===== src/sv/tcw_pkg.sv =====
// Shared constants, command/status types and address helper for the text console writer.
// No dependencies; imported by every module of the block.
`default_nettype none

package tcw_pkg;

    localparam int ROWS   = 25;
    localparam int COLS   = 80;
    localparam int CELLS  = ROWS * COLS;
    localparam int ADDR_W = $clog2(CELLS);

    localparam int ROW_W  = 5;
    localparam int COL_W  = 7;
    localparam int OP_W   = 3;
    localparam int CHAR_W = 8;
    localparam int ATTR_W = 8;
    localparam int CNT_W  = 11;

    localparam logic [CHAR_W-1:0] SPACE_CODE   = 8'd32;
    localparam logic [CHAR_W-1:0] NEWLINE_CODE = 8'd10;
    localparam logic [ATTR_W-1:0] RESET_ATTR   = 8'd15;

    localparam logic [OP_W-1:0] OP_PUT      = 3'd0;
    localparam logic [OP_W-1:0] OP_REMOVE   = 3'd1;
    localparam logic [OP_W-1:0] OP_CLEAR    = 3'd2;
    localparam logic [OP_W-1:0] OP_RECOLOUR = 3'd3;
    localparam logic [OP_W-1:0] OP_READ     = 3'd4;

    localparam int ACT_W = 4;
    localparam logic [ACT_W-1:0] ACT_NONE     = 4'd0;
    localparam logic [ACT_W-1:0] ACT_INIT     = 4'd1;
    localparam logic [ACT_W-1:0] ACT_CLEAR    = 4'd2;
    localparam logic [ACT_W-1:0] ACT_RECOLOUR = 4'd3;
    localparam logic [ACT_W-1:0] ACT_SHIFT    = 4'd4;
    localparam logic [ACT_W-1:0] ACT_READ     = 4'd5;
    localparam logic [ACT_W-1:0] ACT_PUT      = 4'd6;
    localparam logic [ACT_W-1:0] ACT_REMOVE   = 4'd7;
    localparam logic [ACT_W-1:0] ACT_NEWLINE  = 4'd8;

    typedef struct packed {
        logic [ACT_W-1:0] act;
        logic             capture;
        logic             home;
        logic             load_out;
    } tcw_cmd_t;

    typedef struct packed {
        logic sweep_last;
        logic shift_last;
        logic rem_done;
        logic wrap_pending;
        logic last_row;
        logic is_nl;
        logic out_free;
    } tcw_status_t;

    function automatic logic [ADDR_W-1:0] cell_addr(input logic [ROW_W-1:0] row,
                                                     input logic [COL_W-1:0] col);
        cell_addr = ADDR_W'(int'(row) * COLS + int'(col));
    endfunction

endpackage

`default_nettype wire


===== src/sv/tcw_ctrl.sv =====
// Controller state machine: sequences the reset sweep, put, newline scroll, remove, clear, recolour and read.
// Depends on tcw_pkg; drives the datapath through tcw_cmd_t and reads tcw_status_t.
`default_nettype none

module tcw_ctrl
    import tcw_pkg::*;
(
    input  wire logic            aclk,
    input  wire logic            aresetn,
    input  wire logic            s_valid,
    output logic                 s_ready,
    input  wire logic [OP_W-1:0] s_op,
    input  wire tcw_status_t     status,
    output tcw_cmd_t             cmd
);

    localparam int ST_W = 4;
    localparam logic [ST_W-1:0] ST_INIT     = 4'd0;
    localparam logic [ST_W-1:0] ST_IDLE     = 4'd1;
    localparam logic [ST_W-1:0] ST_PUT      = 4'd2;
    localparam logic [ST_W-1:0] ST_SHIFT    = 4'd3;
    localparam logic [ST_W-1:0] ST_BLANK    = 4'd4;
    localparam logic [ST_W-1:0] ST_REMOVE   = 4'd5;
    localparam logic [ST_W-1:0] ST_CLEAR    = 4'd6;
    localparam logic [ST_W-1:0] ST_RECOLOUR = 4'd7;
    localparam logic [ST_W-1:0] ST_READ     = 4'd8;
    localparam logic [ST_W-1:0] ST_RESP     = 4'd9;

    logic [ST_W-1:0] state_reg, state_next;

    assign s_ready = (state_reg == ST_IDLE);

    always_comb begin
        state_next   = state_reg;
        cmd.act      = ACT_NONE;
        cmd.capture  = 1'b0;
        cmd.home     = 1'b0;
        cmd.load_out = 1'b0;
        unique case (state_reg)
            ST_INIT: begin
                cmd.act = ACT_INIT;
                if (status.sweep_last) begin
                    state_next = ST_IDLE;
                end
            end
            ST_IDLE: begin
                if (s_valid) begin
                    cmd.capture = 1'b1;
                    unique case (s_op)
                        OP_PUT:      state_next = ST_PUT;
                        OP_REMOVE:   state_next = ST_REMOVE;
                        OP_CLEAR:    state_next = ST_CLEAR;
                        OP_RECOLOUR: state_next = ST_RECOLOUR;
                        OP_READ:     state_next = ST_READ;
                        default:     state_next = ST_RESP;
                    endcase
                end
            end
            ST_PUT: begin
                if (status.is_nl || (status.wrap_pending && status.last_row)) begin
                    cmd.act = ACT_NEWLINE;
                end else begin
                    cmd.act = ACT_PUT;
                end
                if (status.last_row && (status.is_nl || status.wrap_pending)) begin
                    state_next = ST_SHIFT;
                end else if (status.out_free) begin
                    cmd.load_out = 1'b1;
                    state_next   = ST_IDLE;
                end else begin
                    state_next = ST_RESP;
                end
            end
            ST_SHIFT: begin
                cmd.act = ACT_SHIFT;
                if (status.shift_last) begin
                    state_next = ST_BLANK;
                end
            end
            ST_BLANK: begin
                cmd.act = ACT_CLEAR;
                if (status.sweep_last) begin
                    state_next = status.is_nl ? ST_RESP : ST_PUT;
                end
            end
            ST_REMOVE: begin
                if (status.wrap_pending || status.rem_done) begin
                    state_next = ST_RESP;
                end else begin
                    cmd.act = ACT_REMOVE;
                end
            end
            ST_CLEAR: begin
                cmd.act  = ACT_CLEAR;
                cmd.home = 1'b1;
                if (status.sweep_last) begin
                    state_next = ST_RESP;
                end
            end
            ST_RECOLOUR: begin
                cmd.act = ACT_RECOLOUR;
                if (status.sweep_last) begin
                    state_next = ST_RESP;
                end
            end
            ST_READ: begin
                cmd.act    = ACT_READ;
                state_next = ST_RESP;
            end
            ST_RESP: begin
                if (status.out_free) begin
                    cmd.load_out = 1'b1;
                    state_next   = ST_IDLE;
                end
            end
            default: begin
                state_next = ST_IDLE;
            end
        endcase
    end

    always_ff @(posedge aclk) begin
        if (!aresetn) begin
            state_reg <= ST_INIT;
        end else begin
            state_reg <= state_next;
        end
    end

endmodule

`default_nettype wire


===== config.mk =====
export PLATFORM = sky130hd
export DESIGN_NAME = tcw_ctrl
export DESIGN_NICKNAME = d
export VERILOG_FILES = /design/src/sv/tcw_pkg.sv /design/src/sv/tcw_ctrl.sv
export SDC_FILE = /design/constraint.sdc
export NUM_CORES = 1
export LEC_CHECK = 0
export BUFFER_PORTS_ARGS = -buffer_cell sky130_fd_sc_hd__buf_2
export CORE_UTILIZATION = 35
export CTS_BUF_LIST = sky130_fd_sc_hd__clkbuf_4 sky130_fd_sc_hd__clkbuf_8
export CTS_CLUSTER_SIZE = 12
export DETAILED_ROUTE_END_ITERATION = 8
export PLACE_DENSITY = 0.63
export SLEW_MARGIN = 20
export SYNTH_ARGS = -nofsm -noshare
export SYNTH_HDL_FRONTEND = slang
export SYNTH_SLANG_ARGS = --single-unit

===== constraint.sdc =====
create_clock -name aclk -period 1.9 [get_ports aclk]
set_input_delay 0.19 -clock aclk [delete_from_list [all_inputs] [get_ports aclk]]
set_output_delay 0.19 -clock aclk [all_outputs]
set_load 0.01 [all_outputs]

==> summary.txt, run 1 <==
Outcome
  – Status: complete, no violations

Layout
  – N_diodes: 0
  – Share of cells above drive strength 1: 33.3%
  – Filler Cell Count: 145
  – Max reg flops: 4
  – Post-route insts no fill: 117
  – Register area: 80.1 um^2
  – Multi-input gate area: 414 um^2
  – Area Overhead vs Synth: 30.2%
  – Nets: 117

GRT
  – Number of global-route vias before repair: 542
  – Total congestion overflow: 0
  – First-pass GRT wire length: 2.16 mm
  – Largest net degree at the start of global routing: 14
  – Initial antenna violation count: 0
  – Tot GR Track Use: 19.4%

Clock network
  – Skew-Pair Late Insertion Delay: 0.24 ns
  – Clk buf depth: 2
  – CTS sink cnt: 4
  – CTS root buffer: clkbuf_4
  – Hold-fix buffers at CTS: 0
  – CTS tree: yes
  – Post-cts repair resize count: 0
  – Post-CTS Setup Repair Bufs: 0
  – Num CTS Buffers: 3
  – CTS clock-pin slew for the worst setup and hold paths: 0.04 ns
  – Htree depth: 1

Floorplanning
  – Row count: 13
  – Die Footprint: 1660 um^2
  – IO Count: 21
  – Initial Util: 38.9%
  – Die height: 40.8 um
  – Core Footprint: 1350 um^2
  – Die span in x: 40.8 um

Critical path
  – CP required: 1.99 ns
  – Worst path slowest cell: dfxtp_1
  – Setup CP Type: reg -> reg
  – Worst setup SP type: register
  – CP peak stage delay: 0.55 ns
  – Crit path arrival time: 1.78 ns
  – Top delay family on crit path: compound AO/OA/AOI/OAI gates
  – CP Capture Type: register
  – Worst Path Buf+Inv: 0
  – Worst-path maximum fanout: 13
  – CP cell instances: nand2b_2 > a2111oi_2 > nor4_4 > o21ai_0 > a21oi_1

Placement
  – Post-Place Cells: 114
  – IO Port Bufs: 20
  – GPL Wtd Cong: 0.844
  – Hpwl dp: 1.08 mm

STA
  – TNS Setup: 0 ns
  – Worst-Margin Slew: 0.461 ns
  – Final Skew: 0.0112 ns
  – Setup-failing EPs final: 0
  – Minimum clock period: 1.68 ns
  – Fin. max-slew vios: 0
  – Final worst-path cycle share: 88.6%
  – Final hold violations: 0
  – RSZ-0062 raised after global routing: false
  – Max Clk Rate: 594 MHz
  – Max transition margin: 68.5%

Logic synthesis
  – Mapped Nets: 92
  – Mapped Cells: 79
  – Syn Area/Cell: 6.65 um^2
  – Post-Syn Area: 526 um^2
  – Library cells used by synthesis: 31
  – Cell accounting for the most synthesized area: dfxtp_1
  – Share of the synthesized area in the top cell type: 15.2%
  – Yosys warns: 0
  – Flops & latches, synth: 4
  – Post-synthesis sequential area ratio: 15.2%
  – Top cells by area, synth: dfxtp_1 (15%), nor2_1 (9.3%), a21oi_1 (8.6%)

Route
  – DRC: 0
  – Vias: 621
  – First-pass iteration count of the detailed router: 6
  – Detailed Route Iter0 Violations: 12
  – Routed Antenna Nets: 0
  – Wirelength, routed: 1.38 mm
  – DR WL/cell: 11.8 um
  – Via density: 5.31

Worst hold path
  – Worst hold-check path type: in -> reg

Flow run
  – Max Cap Viol: 0

Pwr
  – P_leak: 0.314 nW
  – Max VDD drop: 535 uV
  – Pwr per Cell Area: 1380 nW/um^2
-- layout by cell type (no fill, tap or decap), types with 2 or more instances in the layout --
master,synthesis,routed
buf_2,1,20
nor2_1,13,13
a21oi_1,9,9
o21ai_0,7,7
buf_4,1,6
nand2b_1,4,4
nor3_1,4,4
nand2_1,4,4
nor2b_1,4,4
dfxtp_1,4,4
clkbuf_4,0,3
o21a_1,2,2
mux2i_1,2,2
or2_2,2,2
a211oi_1,2,2
a22oi_1,2,2
-- layout make-up --
cell class / instances / share of cell area (%)
clock buffer: 3 / 3.29
multi-input combinational: 68 / 60.5
sequential: 4 / 11.7
tap: 15 / 2.74
inverter: 1 / 0.548
timing repair buffer: 26 / 21.2
-- cells by family after synthesis --
| group | Yosys count | synth area share (%) |
|---|---|---|
| multiplexers | 2 | 3.81 |
| AND/OR/NAND/NOR | 39 | 42.4 |
| AO/OA/AOI/OAI | 27 | 32.6 |
| buffers and inverters | 7 | 5.95 |
| flip-flops | 4 | 15.2 |
-- stage by stage --
step                hold slack [ns]  power, W  cell area (um^2)  worst slack, ns  utilization, %
CTS                           0.211  0.000947               684            0.221            50.7
floorplan                     0.318  0.000641               526            0.451               -
global route                  0.243   0.00104               684           0.0894            50.7
finish                        0.220  0.000944               684            0.217            50.7
detailed placement            0.460  0.000835               662            0.224            49.0
global placement              0.456  0.000836               662            0.234            49.0
-- worst paths after layout --
| path | start | cells after the start | end | slack, ns |
|---|---|---|---|---|
| worst max-delay path | state_reg[0] | 5 | state_reg[0] | 0.22 |
| worst min-delay path | aresetn | 2 | state_reg[2] | 0.22 |
| worst max register to register | state_reg[0] | 5 | state_reg[0] | 0.22 |
| worst min register to register | state_reg[2] | 2 | state_reg[2] | 0.65 |
-- cell usage after synthesis --
master,n
nand2b_2,1
clkbuf_1,3
a2111oi_0,1
o21ai_0,7
inv_1,1
a21oi_1,9
nand2b_1,4
o21a_1,2
nor2b_1,4
or2_2,2
and3_1,1
a22oi_1,2
and3b_1,1
dfxtp_1,4
a211oi_1,2
a2111oi_2,1
buf_2,1
nor2_1,13
buf_4,1
o31ai_1,1
nor3_1,4
nor4_1,1
a21o_1,1
nand3b_1,1
buf_1,1
nor3b_1,1
nor4_4,1
mux2i_1,2
nand2_1,4
o21bai_1,1
and4b_1,1
-- worst register-to-register path: stages, from the launching register on --
cell and delay, ns:
dfxtp_1 0.55, nand2b_2 0.15, a2111oi_2 0.49, nor4_4 0.10, o21ai_0 0.20, a21oi_1 0.06
-- where the power goes --
| part | switching (W) | total [W] | internal (W) |
|---|---|---|---|
| registers | 0.0000717 | 0.000188 | 0.000116 |
| logic | 0.000338 | 0.000650 | 0.000311 |
| clock network | 0.0000360 | 0.000107 | 0.0000707 |
| total | 0.000446 | 0.000944 | 0.000498 |
-- routing by layer --
layer / up-vias / track usage, % / share of wire (%)
li1: 331 / - / -
met1: 273 / 25.2 / 47
met2: 17 / 32.9 / 49
met3: 0 / 1.63 / 3.7
met4: 0 / 7.50 / 0
met5: - / 0 / 0
Note: power is estimated with default switching activity, not from simulation.
==> run 2, diff against run 1 <==
--- a/config.mk
+++ b/config.mk
@@ -6,11 +6,12 @@
 export NUM_CORES = 1
 export LEC_CHECK = 0
 export BUFFER_PORTS_ARGS = -buffer_cell sky130_fd_sc_hd__buf_2
-export CORE_UTILIZATION = 35
+export CORE_AREA = 2 2 39 41
 export CTS_BUF_LIST = sky130_fd_sc_hd__clkbuf_4 sky130_fd_sc_hd__clkbuf_8
 export CTS_CLUSTER_SIZE = 12
 export DETAILED_ROUTE_END_ITERATION = 8
-export PLACE_DENSITY = 0.63
+export DIE_AREA = 0 0 41 43
+export PLACE_DENSITY = 0.69
 export SLEW_MARGIN = 20
 export SYNTH_ARGS = -nofsm -noshare
 export SYNTH_HDL_FRONTEND = slang
==> run 2 against run 1 <==
  * Sequential share of layout area is 0.14 points higher
  * Highest routed layer unchanged
  * Utilization is 1.1 points lower
  * Die area is 6.2% higher
  * Design area is 0.37% higher
  * Combinational power is 3.7% higher
  * Non-clock buffer count stayed put
  * Clock-buffer cell count stayed put
  * Final cell count is 0.85% higher
==> summary.txt, run 2 (synthesis gave the netlist of run 1 again) <==
Worst hold path
  – Worst hold-check path type: in -> reg
  – Hold_sp: aresetn

Layout
  – Most common cell after layout, fill and taps aside: buf_2
  – Area Overhead vs Synth: 30.7%
  – Design area: 687 um^2
  – Nets: 117
  – N_diodes: 0
  – Filler Cell Count: 155
  – Max reg flops: 4
  – Register area: 81.3 um^2
  – Share of cells above drive strength 1: 34.3%
  – Multi-input gate area: 414 um^2
  – Commonest cells after routing, fill and taps aside: buf_2 (20), nor2_1 (13), a21oi_1 (9), o21ai_0 (7), buf_4 (6)

GRT
  – First-pass GRT wire length: 2.27 mm
  – Tot GR Track Use: 18.3%
  – Initial antenna violation count: 0
  – Total congestion overflow: 0
  – Largest net degree at the start of global routing: 16
  – Number of global-route vias before repair: 564

STA
  – Final Skew: 0.000526 ns
  – Final hold violations: 0
  – RSZ-0062 raised after global routing: false
  – Worst-Margin Slew: 0.473 ns
  – TNS Setup: 0 ns
  – Max transition margin: 67.6%
  – Setup-failing EPs final: 0
  – Fin. max-slew vios: 0
  – Final worst-path cycle share: 91.2%
  – Minimum clock period: 1.73 ns
  – Max Clk Rate: 577 MHz

Route
  – First-pass iteration count of the detailed router: 4
  – Detailed Route Iter0 Violations: 8
  – Vias: 638
  – Wirelength, routed: 1.50 mm
  – Routed Antenna Nets: 0
  – DRC: 0
  – DR WL/cell: 12.7 um
  – Via density: 5.41

Clock network
  – CTS root buffer: clkbuf_4
  – Num CTS Buffers: 3
  – Skew-Pair Late Insertion Delay: 0.23 ns
  – Clk buf depth: 2
  – CTS sink cnt: 4
  – CTS tree: yes
  – Post-CTS Setup Repair Bufs: 0
  – Hold-fix buffers at CTS: 0
  – Htree depth: 1
  – CTS clock-pin slew for the worst setup and hold paths: 0.04 ns

Critical path
  – Crit path arrival time: 1.54 ns
  – Worst path slowest cell: dfxtp_1
  – Worst setup SP type: register
  – Reg-to-reg startpoint: state_reg[1]
  – CP cell instances: buf_4 > nand2_1 > mux2i_1 > a21oi_1 > o21ai_0 > buf_2
  – Worst-path maximum fanout: 10
  – CP required: 1.71 ns
  – CP Capture Type: output port
  – CP peak stage delay: 0.54 ns
  – Setup CP Type: reg -> out
  – Crit. Startpoint: state_reg[2]

Placement
  – Hpwl dp: 1.17 mm
  – IO Port Bufs: 20
  – Dpl cell area: 663 um^2
  – GPL Wtd Cong: 0.783

Floorplanning
  – Row count: 14
  – Die span in x: 41 um
  – Core Footprint: 1380 um^2
  – Die Footprint: 1760 um^2
  – IO Count: 21
  – Die height: 43 um
  – Initial Util: 38.0%

Pwr
  – Pwr per Cell Area: 1390 nW/um^2
  – P_leak: 0.314 nW
  – Max VDD drop: 552 uV

Flow run
  – Max Cap Viol: 0

Outcome
  – Status: complete, no violations
-- run 2: changes by cell type in the layout (fill, tap and decap cells not counted) --
cell	previous run	this run
dfxtp_2	0	1
dfxtp_1	4	3
-- run 2: repair_timing --
item | CTS | global route
gates resized for setup | 0 | 1
hold endpoints to repair | 0 | 0
setup endpoints to repair | 0 | 1
-- run 2: critical path: cells and delay by family, from the launching register on --
kind,cells,cell delay (ns)
AOI/OAI and AO/OA,2,0.21
buffers and inverters,2,0.38
DFF,1,0.54
muxes,1,0.12
and+or+nand+nor,1,0.06
-- run 2: layout make-up --
type	count	share of cell area (%)
flip-flops and latches	4	11.8
multi-input cells	68	60.3
repair buffers	26	21.1
well taps	16	2.91
inverters	1	0.546
clock buffers	3	3.28
-- run 2: where the power goes --
group	internal [W]	total, W	leakage [nW]	switching (W)
clock network	0.0000705	0.000103	0.0138	0.0000325
registers	0.000119	0.000181	0.0332	0.0000620
logic	0.000318	0.000674	0.267	0.000356
total	0.000508	0.000958	0.314	0.000450
-- run 2: worst paths after layout --
| path | to | slack, ns | cells after the start |
|---|---|---|---|
| worst max-delay path | cmd[5] | 0.17 | 6 |
| worst min-delay path | state_reg[2] | 0.22 | 2 |
| worst max register to register | state_reg[1] | 0.25 | 6 |
| worst min register to register | state_reg[2] | 0.68 | 2 |
-- run 2: metrics by stage --
| step | hold slack [ns] | worst slack, ns | utilization [%] | power, W | cells |
|---|---|---|---|---|---|
| 6_report | 0.218 | 0.166 | 49.6 | 0.000958 | 118 |
| 5_1_grt | 0.243 | 0.00940 | 49.6 | 0.00105 | 118 |
| 4_1_cts | 0.211 | 0.106 | 49.5 | 0.000962 | 118 |
| 3_5_place_dp | 0.452 | 0.214 | 47.9 | 0.000853 | 115 |
| 3_3_place_gp | 0.446 | 0.273 | 47.9 | 0.000846 | 115 |
| 2_1_floorplan | 0.318 | 0.451 | - | 0.000641 | 79 |
-- run 2: per-layer routing --
| metal | wire, um | up-vias | global-route usage (%) | part of all wire [%] |
|---|---|---|---|---|
| met5 | 0 | - | 0 | 0 |
| met2 | 776 | 13 | 31.3 | 52 |
| met1 | 659 | 288 | 22.5 | 44 |
| met4 | 0 | 0 | 4.00 | 0 |
| met3 | 58 | 0 | 3.14 | 3.9 |
| li1 | - | 337 | - | - |
==> run 3, diff against run 2 <==
==> constraint.sdc (replaced) <==
create_clock -name aclk -period 1.9 [get_ports aclk]
set_input_delay 0.57 -clock aclk [delete_from_list [all_inputs] [get_ports aclk]]
set_output_delay 0.57 -clock aclk [all_outputs]
set_load 0.01 [all_outputs]
==> run 3 against run 2 <==
  * The run now ends with setup timing left
  * Fmax fell by 10%
  * Non-clock buffer count grew 8
  * Flip-flop and latch count did not move
  * Sequential share of layout area decreased by 1.4 points
  * Setup slack lost 0.20 ns
  * Utilization increased by 9.0 points
  * Sequential power increased by 14%
  * Total power rose by 17%
  * Clock-buffer cell count unchanged
  * Clock power about the same
  * Critical path depth unchanged
  * Critical path type is now in -> out
  * Largest power group unchanged
  * Highest routed layer is now met4
==> summary.txt, run 3 (synthesis gave the netlist of run 1 again) <==
Layout
  – Post-route insts no fill: 126
  – Share of cells above drive strength 1: 44.5%
  – Nets: 125
  – Design area: 812 um^2
  – Filler Cell Count: 128
  – Area Overhead vs Synth: 54.5%
  – Max reg flops: 4
  – Most common cell after layout, fill and taps aside: buf_2
  – N_diodes: 0
  – Commonest cells after routing, fill and taps aside: buf_2 (18), buf_4 (14), nor2_1 (13), a21oi_1 (8), o21ai_0 (6)

Clock network
  – Htree depth: 1
  – CTS root buffer: clkbuf_4
  – Clk buf depth: 2
  – Skew-Pair Late Insertion Delay: 0.23 ns
  – Num CTS Buffers: 3
  – CTS sink cnt: 4
  – CTS tree: yes
  – CTS clock-pin slew for the worst setup and hold paths: 0.04 ns
  – Hold-fix buffers at CTS: 0

GRT
  – Initial antenna violation count: 0
  – Tot GR Track Use: 19.4%
  – Largest net degree at the start of global routing: 14
  – Total congestion overflow: 0
  – First-pass GRT wire length: 2.37 mm
  – Number of global-route vias before repair: 594

Pwr
  – Design Power: 0.00112 W
  – Max VDD drop: 590 uV
  – Clock power frac: 9.1%
  – Switching power: 0.000500 W
  – P_int: 0.000624 W
  – P_leak: 0.370 nW
  – Sw frac: 44.5%
  – Pwr per Cell Area: 1380 nW/um^2
  – Comb power frac: 72.5%
  – Reg power frac: 18.4%

STA
  – Max Clk Rate: 517 MHz
  – Fin. max-slew vios: 0
  – Final worst slack: -0.0355 ns
  – Final hold violations: 0
  – Final Skew: 0.00718 ns
  – Setup-failing EPs final: 3
  – Hold_ws: 0.593 ns
  – Minimum clock period: 1.94 ns
  – Final worst-path cycle share: 102%
  – Max transition margin: 63.1%
  – RSZ-0062 raised after global routing: true
  – Worst-Margin Slew: 0.549 ns

Critical path
  – Setup CP Type: in -> out
  – Worst-path maximum fanout: 4
  – Crit path arrival time: 1.37 ns
  – CP Capture Type: output port
  – Worst setup SP type: input pin
  – CP required: 1.33 ns

Placement
  – Post-Place Cells: 121
  – Hpwl dp: 1.14 mm
  – Post-Place Worst Slack: -0.0865 ns
  – GPL Wtd Cong: 0.761
  – Dpl cell area: 708 um^2
  – IO Port Bufs: 20

Route
  – Detailed Route Iter0 Violations: 11
  – Vias: 690
  – Routed Antenna Nets: 0
  – DR WL/cell: 12.4 um
  – Via density: 5.48
  – First-pass iteration count of the detailed router: 4
  – Wirelength, routed: 1.57 mm
  – DRC: 0

Floorplanning
  – Core Footprint: 1380 um^2
  – Initial Util: 38.0%
  – Die height: 43 um
  – Row count: 14
  – Die span in x: 41 um
  – IO Count: 21
  – Die Footprint: 1760 um^2

Outcome
  – Status: complete, but fails checks
  – Failing checks: setup timing

Flow run
  – Max Cap Viol: 0

Worst hold path
  – Worst hold-check path type: in -> reg
==> run 3: cell types whose count changed in the layout (fill, tap and decap cells not counted), sizes merged <==
cell | before | now
buf | 26 | 34
==> run 3: final timing paths <==
path	start	endpoint	slack [ns]	cells past startpoint
setup / recovery	status[3]	cmd[0]	-0.04	6
setup reg to reg	state_reg[1]	state_reg[2]	0.16	6
hold / removal	aresetn	state_reg[0]	0.59	3
hold reg to reg	state_reg[0]	state_reg[0]	0.62	2
==> run 3: critical path: stages <==
cell and delay, ns:
buf_8 0.11, o21a_1 0.20, nor3_2 0.10, a21oi_1 0.05, nor3b_1 0.19, buf_2 0.16
==> run 3: power groups by stage <==
stage / clock [W] / sequential, W / combinational, W
finish: 0.000102 / 0.000207 / 0.000815
global route: 0.000112 / 0.000215 / 0.000893
CTS: 0.000107 / 0.000194 / 0.000747
detailed placement: 0 / 0.000191 / 0.000725
global placement: 0 / 0.000192 / 0.000720
floorplan: 0 / 0.000140 / 0.000502
==> run 3: final cells by class <==
| class | instances | area (um^2) | area share (%) |
|---|---|---|---|
| multi-input combinational | 68 | 459 | 56.5 |
| timing repair buffer | 34 | 221 | 27.3 |
| sequential | 4 | 85.1 | 10.5 |
| clock buffer | 3 | 22.5 | 2.77 |
| tap | 16 | 20.0 | 2.47 |
| inverter | 1 | 3.75 | 0.462 |
==> run 3: routing by layer <==
metal,track usage [%],up-vias,wire [um]
li1,-,350,-
met3,6.28,2,94
met5,0,-,0
met2,30.3,23,773
met4,6.00,0,28
met1,24.1,315,670
==> run 3: per-stage QoR <==
step           utilization, %  setup TNS [ns]
6_report                 58.7         -0.0782
5_1_grt                  58.7          -0.475
4_1_cts                  54.3          -0.134
3_5_place_dp             51.2          -0.218
3_3_place_gp             51.2          -0.182
2_1_floorplan               -               0
==> run 3: repair_timing <==
action                                 CTS  global route
endpoints found under the hold margin    0             0
pin swaps                                0             1
gates resized for setup                  5            11
setup endpoints to repair                5             7
buffers inserted                         0             2
